## src/rtl/core/tlsiw_ram.sv

```systemverilog
module tlsiw_ram #(
    parameter int WIDTH = 8,
    parameter int DEPTH = 64
) (
    input  logic                     i_clk,
    input  logic                     i_we,
    input  logic [$clog2(DEPTH)-1:0] i_waddr,
    input  logic [WIDTH-1:0]         i_wdata,
    input  logic [$clog2(DEPTH)-1:0] i_raddr,
    output logic [WIDTH-1:0]         o_rdata
);

    logic [WIDTH-1:0] r_mem [DEPTH];
    logic [WIDTH-1:0] r_rdata;

    always_ff @(posedge i_clk) begin
        if (i_we) begin
            r_mem[i_waddr] <= i_wdata;
        end
        r_rdata <= r_mem[i_raddr];
    end

    assign o_rdata = r_rdata;

endmodule

```

## config.mk

```make
export PLATFORM = sky130hd
export DESIGN_NAME = tlsiw_ram
export DESIGN_NICKNAME = d
export VERILOG_FILES = /design/src/rtl/core/tlsiw_ram.sv
export SDC_FILE = /design/constraint.sdc
export NUM_CORES = 1
export LEC_CHECK = 0
export BUFFER_PORTS_ARGS = -buffer_cell sky130_fd_sc_hd__buf_4
export CAP_MARGIN = 10
export CORE_AREA = 2 2 228 230
export CTS_BUF_LIST = sky130_fd_sc_hd__clkbuf_8
export DETAILED_ROUTE_END_ITERATION = 7
export DIE_AREA = 0 0 230 232
export PLACE_DENSITY = 0.59
export SYNTH_ARGS = -nofsm -noshare
export SYNTH_HDL_FRONTEND = slang
export SYNTH_SLANG_ARGS = --single-unit
```

## constraint.sdc

```tcl
create_clock -name i_clk -period 4.3 [get_ports i_clk]
set_clock_uncertainty 0.15 [all_clocks]
set_input_delay 0.215 -clock i_clk [delete_from_list [all_inputs] [get_ports i_clk]]
set_output_delay 0.215 -clock i_clk [all_outputs]
set_load 0.01 [all_outputs]
```

# --- Word level (Yosys, flattened, before mapping) ---
# Memories as Yosys holds them, arrays and structs flattened. A register that Yosys moved wholly into a read port is not among the register bits.
# Index checks and enable logic that the tools add are counted.
# W data, S select, Z words.
totals:
  word_cells: 3
  input_bits: 22
  regBits: 0
  ramBits: 512
  n_memories: 1
op_classes:
  muxes: 2
mem_list:
  columns: ["memory", "depth", "word_bits", "read_ports", "rd_clocked_by_memory_dff", "wr", "line", "text"]
  rows:
  - ["r_mem", 64, 8, 1, 1, 1, "13", "logic [WIDTH-1:0] r_mem [DEPTH];"]
op_table:
  columns: ["cell", "n"]
  rows:
  - ["$mux W1", 2]

# --- Logic depth before layout (Yosys ltp) ---
# Gate-level depths: netlist (run 1).
logic_depth:
  depth_word: 2
  ltp_mapped: 9
  depth_no_buf: 5

# --- Worst setup path before layout (run 1) ---
# No wires, ideal clock.
synth_timing:
  path_kind: "input-to-reg"
  from: "in i_raddr[1]"
  to: "reg r_rdata[3], in the netlist o_rdata[3], read port of r_mem"
  required_time_ns: 4.022
  cell_stages: 7
  path_slack_ns: 2.267
  arrival_ns: 1.755
  cell_sequence: "buf_4 > buf_2 > buf_2 > mux4_2 > mux4_2 > o21ai_1 > o41ai_1"
synth_rtl:
  columns: ["element", "line", "text"]
  rows:
  - ["from (decl)", "9", "input logic [$clog2(DEPTH)-1:0] i_raddr,"]
  - ["to (decl)", "14", "logic [WIDTH-1:0] r_rdata;"]

# --- Worst setup path in the final report (run 1) ---
layout_timing:
  from: "in i_waddr[1]"
  to: "mem r_mem[59][2] (enable)"
layout_rtl:
  columns: ["element", "line", "text"]
  rows:
  - ["from (decl)", "7", "input logic [$clog2(DEPTH)-1:0] i_waddr,"]
  - ["to (decl)", "13", null]
# No word-level cell before the write port.

==> impl_metrics.xml, run 1 <==
<?xml version="1.0" encoding="UTF-8"?>
<metrics>
  <group name="status">
    <metric name="status" unit="">finished, violations left</metric>
    <metric name="violations_in_the_final_reports" unit="">negative hold slack</metric>
  </group>
  <group name="sta">
    <metric name="worst_slew_pin_slew" unit="ns">1.023</metric>
    <metric name="max_clock_freq" unit="GHz">0.4001</metric>
    <metric name="hold_viol" unit="">4</metric>
    <metric name="final.period_utilization" unit="%">58.13</metric>
    <metric name="final.setup.tns" unit="ns">0</metric>
    <metric name="slew_viol_final" unit="">0</metric>
    <metric name="slew_headroom" unit="%">31.52</metric>
    <metric name="grt_setup_unrepaired" unit="">no</metric>
    <metric name="period_needed" unit="ns">2.500</metric>
    <metric name="number_of_setup_violations_in_the_final_report" unit="">0</metric>
    <metric name="final.hold.worst_slack" unit="ns">-0.01016</metric>
  </group>
  <group name="cts">
    <metric name="number_of_setup_buffers_added_after_cts" unit="">0</metric>
    <metric name="clockBufferDepth" unit="">3</metric>
    <metric name="htree_num_levels" unit="">3</metric>
    <metric name="post_cts_resized" unit="">0</metric>
    <metric name="cts_hold_repair.buffers" unit="">8</metric>
    <metric name="clock_tree_from_tritoncts" unit="">yes</metric>
    <metric name="master_cell_of_the_clock_root_buffer" unit="">clkbuf_8</metric>
    <metric name="clkLatencyLatePin" unit="ns">0.63</metric>
    <metric name="num_cts_buffers" unit="">80</metric>
    <metric name="clock_sink_count" unit="">520</metric>
    <metric name="path_clk_slew" unit="ns">0.06</metric>
  </group>
  <group name="placement">
    <metric name="input_output_buffers" unit="">29</metric>
    <metric name="place_congestion" unit="">0.7732</metric>
    <metric name="dp_hpwl" unit="mm">26.50</metric>
  </group>
  <group name="final_layout">
    <metric name="most_common_cell_after_layout_fill_and_taps_aside" unit="">edfxtp_1</metric>
    <metric name="syn2layout_area_growth" unit="%">12.05</metric>
    <metric name="antenna_cells_inserted" unit="">0</metric>
    <metric name="commonest_cells_after_routing_fill_and_taps_aside" unit="">edfxtp_1, mux4_2, clkbuf_8</metric>
    <metric name="fillerInstances" unit="">4394</metric>
    <metric name="drive_gt1_share" unit="%">26.11</metric>
    <metric name="nNetsFinal" unit="">1041</metric>
  </group>
  <group name="pwr">
    <metric name="leakage" unit="nW">7.054</metric>
    <metric name="ir_drop" unit="uV">275.6</metric>
    <metric name="cellPowerDensity" unit="nW/um^2">442.5</metric>
    <metric name="power" unit="mW">9.999</metric>
  </group>
  <group name="logic_synthesis">
    <metric name="synth_sequential_area_ratio" unit="%">77.03</metric>
    <metric name="synth_edf_count" unit="">512</metric>
    <metric name="postSynthRegisterBits" unit="">520</metric>
    <metric name="yosysWarnings" unit="">0</metric>
    <metric name="yosysUniqueCellTypes" unit="">40</metric>
    <metric name="synthesis.nets" unit="">962</metric>
    <metric name="area_share_of_the_largest_cell_type_after_synthesis" unit="%">76.24</metric>
    <metric name="synthesis.area" unit="sq um">20170</metric>
    <metric name="postSynthCellCount" unit="">940</metric>
    <metric name="ys_dominant_reg_cell" unit="">edfxtp_1</metric>
    <metric name="ys_async_sr_fraction" unit="%">0</metric>
    <metric name="post-synth-top-area-cell" unit="">edfxtp_1</metric>
    <metric name="synth.top_cells.by_area" unit="">edfxtp_1, mux4_2, nor2_1</metric>
    <metric name="avg_inst_size_synth" unit="sq um">21.45</metric>
  </group>
  <group name="die">
    <metric name="die-area" unit="sq um">53360</metric>
    <metric name="floorplan.die.width" unit="um">230</metric>
    <metric name="floorplan.initialDensity" unit="%">39.63</metric>
    <metric name="fp.dieH" unit="um">232</metric>
    <metric name="fp.coreArea" unit="sq um">50890</metric>
    <metric name="placementRows" unit="">83</metric>
    <metric name="num_io_pins" unit="">30</metric>
  </group>
  <group name="critical_path">
    <metric name="regToRegSetupSlack" unit="ns">1.97</metric>
    <metric name="reg2reg_depth" unit="">4</metric>
    <metric name="criticalPathCategory" unit="">in2reg</metric>
    <metric name="capture_instance_of_the_worst_register_to_register_path" unit="">o_rdata[0]</metric>
    <metric name="r2r_start" unit="">r_mem[46][0]</metric>
    <metric name="critPathMaxFanout" unit="">10</metric>
    <metric name="worstSetupEndpointType" unit="">flip-flop</metric>
    <metric name="setup.worst_path.start" unit="">i_waddr[1]</metric>
    <metric name="crit_required" unit="ns">4.39</metric>
    <metric name="timing.critical_path.arrival" unit="ns">2.59</metric>
    <metric name="kind_of_launch_point_of_the_worst_setup_path" unit="">primary input</metric>
  </group>
  <group name="drt">
    <metric name="antenna_violating_nets_post_route" unit="">0</metric>
    <metric name="detailed_route_wire_length" unit="mm">45.81</metric>
    <metric name="route.vias.total" unit="">9659</metric>
    <metric name="m1WireLength" unit="mm">19.48</metric>
    <metric name="first_iter_violations" unit="">1017</metric>
    <metric name="drc" unit="">0</metric>
    <metric name="wl_per_cell" unit="um">26.03</metric>
    <metric name="dr_wl_met2" unit="mm">21.73</metric>
    <metric name="highest_layer" unit="">met4</metric>
    <metric name="drt_pass_1_iters" unit="">5</metric>
    <metric name="vias_per_cell" unit="">5.488</metric>
    <metric name="met3_length" unit="mm">3.160</metric>
  </group>
  <group name="run">
    <metric name="drv_cap" unit="">0</metric>
  </group>
  <group name="grt">
    <metric name="grt_pass1_vias" unit="">10140</metric>
    <metric name="track_usage" unit="%">17.53</metric>
    <metric name="grt_pass1_wl" unit="mm">67.45</metric>
    <metric name="grt_overflow_total" unit="">0</metric>
    <metric name="grt_start_max_net_pins" unit="">72</metric>
    <metric name="antenna_found_initial" unit="">0</metric>
  </group>
  <group name="hold_path">
    <metric name="hold_path.startpoint" unit="">i_wdata[0]</metric>
    <metric name="hp-class" unit="">in2reg</metric>
    <metric name="hold_path_end" unit="">r_mem[61][0]</metric>
    <metric name="min_path_cells" unit="">1</metric>
  </group>
</metrics>
[worst max-delay path by stage]
| stage | slack (ns) | depth (start not counted) | end |
|---|---|---|---|
| after floorplan | 2.27 | 7 | o_rdata[3] |
| after global placement | 1.19 | 6 | o_rdata[3] |
| after detailed placement | 1.20 | 6 | o_rdata[3] |
| after CTS | 1.85 | 6 | o_rdata[3] |
| after global routing | 1.68 | 8 | o_rdata[3] |
| final | 1.80 | 5 | r_mem[59][2] |
[synth_stat cells, drive strengths merged (8+ instances only)]
| cell | number |
|---|---|
| edfxtp | 512 |
| mux4 | 126 |
| nor2 | 83 |
| buf | 34 |
| mux2i | 23 |
| nand2 | 19 |
| clkbuf | 17 |
| nor2b | 14 |
| mux2 | 13 |
| nand3 | 13 |
| dfxtp | 8 |
| o221ai | 8 |
| o22ai | 8 |
[critical path, stage by stage]
cell	delay (ns)
dlygate4sd3_1	0.53
buf_4	0.17
nor2b_1	0.20
nand3_1	0.50
nor2_1	0.97
[flip-flops by register name, indices dropped and copies added (netlist names)]
name,count
o_rdata,8
r_mem,512
[area by class of cell]
class / instances / area (sq um) / share of cell area [%]
clock buffers: 87 / 1197 / 5.299
clock inverters: 56 / 286.5 / 1.268
multi-input cells: 369 / 4315 / 19.10
repair buffers: 48 / 411.6 / 1.822
flip-flops and latches: 520 / 15530 / 68.75
well taps: 680 / 850.8 / 3.765
[routing by layer]
layer | vias up | GRT usage [%]
li1 | 4095 | -
met1 | 5109 | 24.15
met2 | 373 | 27.48
met3 | 82 | 3.475
met4 | 0 | 7.278
met5 | - | 0
[cell families after synthesis]
logic type | count (synthesis) | synth area share, %
flip-flops | 520 | 77.03
multiplexers | 162 | 15.94
AND/OR/NAND/NOR | 153 | 3.387
AO/OA/AOI/OAI | 54 | 2.072
buffers and inverters | 51 | 1.570
[through the flow]
step	utilization (%)	cell area, sq um	std cells	worst slack [ns]	hold WS [ns]
after floorplan	-	20170	940	2.267	0.1639
after global placement	41.33	21030	1609	1.192	0.4590
after detailed placement	41.33	21030	1609	1.195	0.4576
after CTS	44.41	22600	1760	1.852	0.0005431
after global routing	44.41	22600	1760	1.681	0.02532
final	44.41	22600	1760	1.800	-0.01016
[power breakdown]
group          internal (mW)  total (mW)  switching, mW
registers               5.61        5.63         0.0183
clock network           1.98        3.84           1.86
logic                  0.200       0.526          0.326
total                   7.79        10.0           2.21
Power figures use the tool's default switching activity.
==> run 2, diff against run 1 <==
Settings changed: PLACE_DENSITY 0.59 to 0.61.
Clock period 4.3 ns to 2.1 ns, I/O delays scaled along.
==> run 2 against run 1 <==
Effect of this change: the run now ends clean; sequential power rose by 100%; worst setup slack got worse by 1.8 ns; routed wire length rose by 0.30%; power rose by 110%; clock power rose by 110%; sequential share of layout area fell by 3.7 points; count of clock-buffer cells in the layout rose by 6; critical path type is now reg2reg; largest cell class unchanged.
==> impl_metrics.xml, run 2 (synthesis gave the netlist of run 1 again) <==
<?xml version="1.0" encoding="UTF-8"?>
<metrics>
  <group name="pwr">
    <metric name="power" unit="mW">20.85</metric>
    <metric name="cellPowerDensity" unit="nW/um^2">872.4</metric>
    <metric name="ir_drop" unit="uV">347.6</metric>
    <metric name="leakage" unit="nW">7.828</metric>
  </group>
  <group name="placement">
    <metric name="place_inst" unit="">1735</metric>
    <metric name="placement.setup.worst_slack" unit="ns">-0.3012</metric>
    <metric name="dp_hpwl" unit="mm">28.86</metric>
    <metric name="place_congestion" unit="">0.7869</metric>
    <metric name="input_output_buffers" unit="">29</metric>
  </group>
  <group name="sta">
    <metric name="post-route-worst-setup-slack" unit="ns">0.03569</metric>
    <metric name="final.period_utilization" unit="%">98.30</metric>
    <metric name="final.hold.worst_slack" unit="ns">0.1064</metric>
    <metric name="worst_slew_pin_slew" unit="ns">0.7429</metric>
    <metric name="slew_headroom" unit="%">50.48</metric>
    <metric name="number_of_setup_violations_in_the_final_report" unit="">0</metric>
    <metric name="hold_viol" unit="">0</metric>
    <metric name="slew_viol_final" unit="">0</metric>
    <metric name="max_clock_freq" unit="GHz">0.4844</metric>
    <metric name="period_needed" unit="ns">2.064</metric>
  </group>
  <group name="critical_path">
    <metric name="critPathMaxFanout" unit="">1</metric>
    <metric name="worstSetupEndpointType" unit="">flip-flop</metric>
    <metric name="timing.critical_path.arrival" unit="ns">2.45</metric>
    <metric name="reg2reg_depth" unit="">5</metric>
    <metric name="kind_of_launch_point_of_the_worst_setup_path" unit="">flip-flop</metric>
    <metric name="criticalPathCategory" unit="">reg2reg</metric>
    <metric name="r2r_start" unit="">r_mem[28][6]</metric>
    <metric name="capture_instance_of_the_worst_register_to_register_path" unit="">o_rdata[6]</metric>
    <metric name="crit_required" unit="ns">2.48</metric>
    <metric name="regToRegSetupSlack" unit="ns">0.04</metric>
  </group>
  <group name="cts">
    <metric name="clkLatencyLatePin" unit="ns">0.65</metric>
    <metric name="num_cts_buffers" unit="">81</metric>
    <metric name="htree_num_levels" unit="">3</metric>
    <metric name="master_cell_of_the_clock_root_buffer" unit="">clkbuf_8</metric>
    <metric name="clock_sink_count" unit="">520</metric>
    <metric name="clock_tree_from_tritoncts" unit="">yes</metric>
    <metric name="clockBufferDepth" unit="">3</metric>
    <metric name="path_clk_slew" unit="ns">0.07</metric>
    <metric name="number_of_setup_buffers_added_after_cts" unit="">0</metric>
  </group>
  <group name="grt">
    <metric name="grt_overflow_total" unit="">0</metric>
    <metric name="grt_start_max_net_pins" unit="">65</metric>
    <metric name="grt_pass1_vias" unit="">10510</metric>
    <metric name="antenna_found_initial" unit="">3</metric>
    <metric name="grt_pass1_wl" unit="mm">68.70</metric>
    <metric name="track_usage" unit="%">17.64</metric>
  </group>
  <group name="drt">
    <metric name="vias_per_cell" unit="">5.321</metric>
    <metric name="route.vias.total" unit="">10130</metric>
    <metric name="drc" unit="">0</metric>
    <metric name="drt_pass_1_iters" unit="">5</metric>
    <metric name="first_iter_violations" unit="">722</metric>
    <metric name="antenna_violating_nets_post_route" unit="">0</metric>
    <metric name="detailed_route_wire_length" unit="mm">45.95</metric>
    <metric name="wl_per_cell" unit="um">24.13</metric>
  </group>
  <group name="final_layout">
    <metric name="nNetsFinal" unit="">1180</metric>
    <metric name="drive_gt1_share" unit="%">34.53</metric>
    <metric name="largest-register" unit="">r_mem</metric>
    <metric name="fillerInstances" unit="">4264</metric>
    <metric name="syn2layout_area_growth" unit="%">18.48</metric>
    <metric name="post-route-util" unit="%">46.96</metric>
    <metric name="combined_area_of_the_multi_input_logic_cells" unit="sq um">4353</metric>
    <metric name="ff_latch_area" unit="sq um">15530</metric>
    <metric name="most_common_cell_after_layout_fill_and_taps_aside" unit="">edfxtp_1</metric>
    <metric name="commonest_cells_after_routing_fill_and_taps_aside" unit="">edfxtp_1, buf_4, mux4_2</metric>
    <metric name="final_cells" unit="">1904</metric>
    <metric name="largest_reg_flops" unit="">512</metric>
  </group>
  <group name="hold_path">
    <metric name="hp-class" unit="">in2reg</metric>
    <metric name="hold_path.startpoint" unit="">i_waddr[5]</metric>
    <metric name="min_path_cells" unit="">4</metric>
    <metric name="hold_path_end" unit="">r_mem[5][3]</metric>
  </group>
  <group name="die">
    <metric name="die-area" unit="sq um">53360</metric>
    <metric name="num_io_pins" unit="">30</metric>
    <metric name="placementRows" unit="">83</metric>
    <metric name="fp.dieH" unit="um">232</metric>
    <metric name="floorplan.die.width" unit="um">230</metric>
    <metric name="fp.coreArea" unit="sq um">50890</metric>
    <metric name="floorplan.initialDensity" unit="%">39.63</metric>
  </group>
  <group name="run">
    <metric name="drv_cap" unit="">0</metric>
  </group>
  <group name="status">
    <metric name="status" unit="">complete, no violations</metric>
  </group>
</metrics>
run 2: timing repair:
action,in CTS,in global routing
gates cloned,0,0
pin swaps,0,1
endpoints found under the hold margin,584,0
hold buffers,20,0
gates resized for setup,4,4
setup endpoints to repair,4,4
run 2: how the worst max path moves through the flow:
stage,startpoint,end,slack [ns],cells past startpoint
2_1_floorplan,i_raddr[1],o_rdata[3],0.18,7
3_3_place_gp,i_raddr[0],o_rdata[2],-0.29,7
3_5_place_dp,i_raddr[0],o_rdata[2],-0.30,7
4_1_cts,r_mem[0][0],o_rdata[0],0.01,5
5_1_grt,r_mem[29][6],o_rdata[6],-0.02,5
6_report,r_mem[28][6],o_rdata[6],0.04,5
run 2: metal layers:
metal / vias up / routed length [um] / track usage [%]
met5: - / 13 / 0
met4: 2 / 1023 / 6.371
met3: 67 / 2723 / 3.377
met2: 311 / 22870 / 29.39
met1: 5380 / 19310 / 23.23
li1: 4372 / - / -
run 2: worst max-delay path, stage by stage, from the launching register on:
cell	delay [ns]
edfxtp_1	0.37
mux4_2	0.46
mux2_2	0.29
o221a_2	0.31
nor3_4	0.25
o32ai_1	0.12
run 2: cell type report:
| class | count | area share (%) |
|---|---|---|
| clock inverter | 54 | 1.173 |
| clock buffer | 93 | 5.357 |
| sequential | 520 | 65.02 |
| tap | 680 | 3.561 |
| timing repair buffer | 186 | 6.656 |
| multi-input combinational | 369 | 18.22 |
| antenna | 2 | 0.02095 |
run 2: per-stage QoR:
| step | TNS, ns | instance area, sq um |
|---|---|---|
| 2_1_floorplan | 0 | 20170 |
| 3_5_place_dp | -1.746 | 22090 |
| 3_3_place_gp | -1.576 | 22090 |
| 4_1_cts | 0 | 23870 |
| 6_report | 0 | 23890 |
| 5_1_grt | -0.01984 | 23890 |
run 2: power breakdown:
group	switching, mW	internal [mW]
sequential	0.0377	11.5
combinational	0.672	0.518
clock	3.84	4.29
total	4.55	16.3
==> run 3, diff against run 2 <==
Settings changed: ABC_AREA from default to 1, CORE_AREA 2 2 228 230 to 2 2 234 236, DIE_AREA 0 0 230 232 to 0 0 236 238, PLACE_DENSITY 0.61 to 0.62.
==> run 3 against run 2 <==
Effect of this change: routed wire length up 18%; synthesized cell count grew 92%; worst hold slack gained 0.028 ns; combinational power up 23%; utilization fell by 1.2 points; via count up 40%; largest cell class unchanged; largest power group unchanged.
==> impl_metrics.xml, run 3 <==
<?xml version="1.0" encoding="UTF-8"?>
<metrics>
  <group name="status">
    <metric name="status" unit="">complete, no violations</metric>
  </group>
  <group name="logic_synthesis">
    <metric name="postSynthCellCount" unit="">1805</metric>
    <metric name="synth.top_cells.by_area" unit="">edfxtp_1, nand2_1, nand3_1</metric>
    <metric name="synth_sequential_area_ratio" unit="%">72.80</metric>
    <metric name="ys_async_sr_fraction" unit="%">0</metric>
    <metric name="ys_dominant_reg_cell" unit="">edfxtp_1</metric>
    <metric name="post-synth-top-area-cell" unit="">edfxtp_1</metric>
    <metric name="avg_inst_size_synth" unit="sq um">11.82</metric>
    <metric name="synth_common_cells" unit="">nand2_1, edfxtp_1, nand3_1</metric>
    <metric name="synth_most_common_cell" unit="">nand2_1</metric>
    <metric name="area_share_of_the_largest_cell_type_after_synthesis" unit="%">72.05</metric>
    <metric name="synth_edf_count" unit="">512</metric>
    <metric name="synthesis.nets" unit="">1827</metric>
    <metric name="yosysWarnings" unit="">0</metric>
    <metric name="yosysUniqueCellTypes" unit="">16</metric>
    <metric name="synthesis.area" unit="sq um">21340</metric>
    <metric name="postSynthRegisterBits" unit="">520</metric>
  </group>
  <group name="critical_path">
    <metric name="timing.critical_path.arrival" unit="ns">2.48</metric>
    <metric name="worstSetupEndpointType" unit="">flip-flop</metric>
    <metric name="crit_required" unit="ns">2.55</metric>
    <metric name="critPathMaxFanout" unit="">9</metric>
    <metric name="regToRegSetupSlack" unit="ns">0.14</metric>
    <metric name="setup.worst_path.start" unit="">i_raddr[2]</metric>
    <metric name="r2r_start" unit="">r_mem[59][4]</metric>
    <metric name="criticalPathCategory" unit="">in2reg</metric>
    <metric name="kind_of_launch_point_of_the_worst_setup_path" unit="">primary input</metric>
  </group>
  <group name="grt">
    <metric name="grt_pass1_vias" unit="">13820</metric>
    <metric name="met3_usage" unit="%">4.014</metric>
    <metric name="grt.met1_usage" unit="%">26.31</metric>
    <metric name="top_usage_layer" unit="">met2</metric>
    <metric name="grt_pass1_wl" unit="mm">81.63</metric>
    <metric name="antenna_found_initial" unit="">2</metric>
    <metric name="track_usage" unit="%">19.22</metric>
    <metric name="grt_overflow_total" unit="">0</metric>
    <metric name="use_met2" unit="%">30.36</metric>
    <metric name="grt_start_max_net_pins" unit="">89</metric>
  </group>
  <group name="sta">
    <metric name="worst_slew_pin_slew" unit="ns">0.8036</metric>
    <metric name="number_of_setup_violations_in_the_final_report" unit="">0</metric>
    <metric name="hold_viol" unit="">0</metric>
    <metric name="final.hold.worst_slack" unit="ns">0.1348</metric>
    <metric name="grt_setup_unrepaired" unit="">no</metric>
    <metric name="slew_viol_final" unit="">0</metric>
    <metric name="max_clock_freq" unit="GHz">0.4949</metric>
    <metric name="final.period_utilization" unit="%">96.21</metric>
    <metric name="final.setup.tns" unit="ns">0</metric>
    <metric name="period_needed" unit="ns">2.020</metric>
    <metric name="post-route-worst-setup-slack" unit="ns">0.07951</metric>
    <metric name="slew_headroom" unit="%">46.43</metric>
  </group>
  <group name="die">
    <metric name="floorplan.die.width" unit="um">236</metric>
    <metric name="fp.coreArea" unit="sq um">53500</metric>
    <metric name="num_io_pins" unit="">30</metric>
    <metric name="fp.dieH" unit="um">238</metric>
    <metric name="placementRows" unit="">85</metric>
    <metric name="die-area" unit="sq um">56170</metric>
    <metric name="floorplan.initialDensity" unit="%">39.89</metric>
  </group>
  <group name="final_layout">
    <metric name="drive_gt1_share" unit="%">12.77</metric>
    <metric name="nNetsFinal" unit="">1965</metric>
    <metric name="most_common_cell_after_layout_fill_and_taps_aside" unit="">nand2_1</metric>
    <metric name="antenna_cells_inserted" unit="">0</metric>
    <metric name="largest-register" unit="">r_mem</metric>
    <metric name="commonest_cells_after_routing_fill_and_taps_aside" unit="">nand2_1, edfxtp_1, nand3_1</metric>
    <metric name="largest_reg_flops" unit="">512</metric>
    <metric name="syn2layout_area_growth" unit="%">14.73</metric>
    <metric name="post-route-cell-area" unit="sq um">24480</metric>
  </group>
  <group name="pwr">
    <metric name="ir_drop" unit="uV">415.8</metric>
    <metric name="power" unit="mW">21.07</metric>
    <metric name="cellPowerDensity" unit="nW/um^2">860.4</metric>
    <metric name="leakage" unit="nW">9.039</metric>
  </group>
  <group name="drt">
    <metric name="vias_per_cell" unit="">5.242</metric>
    <metric name="drt_pass_1_iters" unit="">6</metric>
    <metric name="route.vias.total" unit="">14200</metric>
    <metric name="first_iter_violations" unit="">1342</metric>
    <metric name="drc" unit="">0</metric>
    <metric name="wl_per_cell" unit="um">19.98</metric>
    <metric name="antenna_violating_nets_post_route" unit="">0</metric>
    <metric name="detailed_route_wire_length" unit="mm">54.10</metric>
  </group>
  <group name="hold_path">
    <metric name="hold_path.startpoint" unit="">i_raddr[1]</metric>
    <metric name="hp-class" unit="">in2reg</metric>
  </group>
  <group name="placement">
    <metric name="placement.setup.worst_slack" unit="ns">0.2732</metric>
    <metric name="input_output_buffers" unit="">29</metric>
    <metric name="place_congestion" unit="">0.8594</metric>
    <metric name="place_area" unit="sq um">22690</metric>
    <metric name="dp_hpwl" unit="mm">32.16</metric>
  </group>
  <group name="cts">
    <metric name="clockBufferDepth" unit="">3</metric>
    <metric name="clock_tree_from_tritoncts" unit="">yes</metric>
    <metric name="clock_sink_count" unit="">520</metric>
    <metric name="path_clk_slew" unit="ns">0.06</metric>
    <metric name="clkLatencyLatePin" unit="ns">0.67</metric>
    <metric name="num_cts_buffers" unit="">85</metric>
    <metric name="master_cell_of_the_clock_root_buffer" unit="">clkbuf_8</metric>
    <metric name="htree_num_levels" unit="">3</metric>
  </group>
  <group name="run">
    <metric name="drv_cap" unit="">0</metric>
  </group>
</metrics>
[run 3: cell count changes after synthesis, sizes merged, moves of 12 or more]
cell,delta
nor2b,-14
inv,+12
mux2i,-23
mux4,-126
mux2,-13
buf,+64
nand2,+629
nand3,+426
nor2,-27
[run 3: cells by family (layout without fill, tap and decap cells)]
| logic type | Yosys count | in the layout | synth area share, % |
|---|---|---|---|
| buffers and inverters | 125 | 332 | 4.022 |
| AND/OR/NAND/NOR | 1160 | 1160 | 23.18 |
| flip-flops | 520 | 520 | 72.80 |
[run 3: final timing paths]
path	depth (start not counted)	end
worst max-delay path	11	o_rdata[1]
worst min register to register	8	o_rdata[3]
worst max register to register	9	o_rdata[4]
worst min-delay path	8	o_rdata[6]
[run 3: what timing repair did]
action	CTS	global route
hold buffers	23	0
resized for setup	0	1
endpoints found under the setup margin	0	9
buffers inserted	0	1
hold endpoints to repair	584	0
[run 3: layer usage]
layer | routed length (um) | share of wire [%] | up-vias
met1 | 23450 | 43 | 6892
met3 | 4176 | 7.7 | 110
met4 | 1487 | 2.7 | 4
li1 | - | - | 6641
met5 | 20 | 0.037 | -
met2 | 24970 | 46 | 549
[run 3: cell type report]
| cell class | instances | area, sq um |
|---|---|---|
| Tap cell | 696 | 870.8 |
| Clock inverter | 63 | 272.8 |
| Timing Repair Buffer | 164 | 1520 |
| Sequential cell | 520 | 15530 |
| Inverter | 12 | 52.55 |
| Multi-Input combinational cell | 1160 | 4951 |
| Fill cell | 4868 | 29010 |
| Clock buffer | 93 | 1280 |
[run 3: through the flow]
step / cells / utilization (%)
after floorplan: 1805 / -
after global placement: 2528 / 42.41
after detailed placement: 2528 / 42.41
after CTS: 2707 / 45.74
after global routing: 2708 / 45.77
final: 2708 / 45.77
[run 3: worst max-delay path, cell delays in order]
cell,delay (ns)
dlygate4sd3_1,0.54
buf_4,0.18
inv_2,0.24
buf_4,0.22
nand3_1,0.12
nand2_1,0.15
nand2_1,0.07
nand3_1,0.16
nand3_1,0.08
dlygate4sd3_1,0.55
nand2_1,0.05
[run 3: power breakdown]
part | internal, mW | switching, mW | leakage [nW] | total, mW
combinational | 0.434 | 1.03 | 3.47 | 1.46
sequential | 11.5 | 0.0393 | 4.67 | 11.5
clock | 4.07 | 4.00 | 0.895 | 8.07
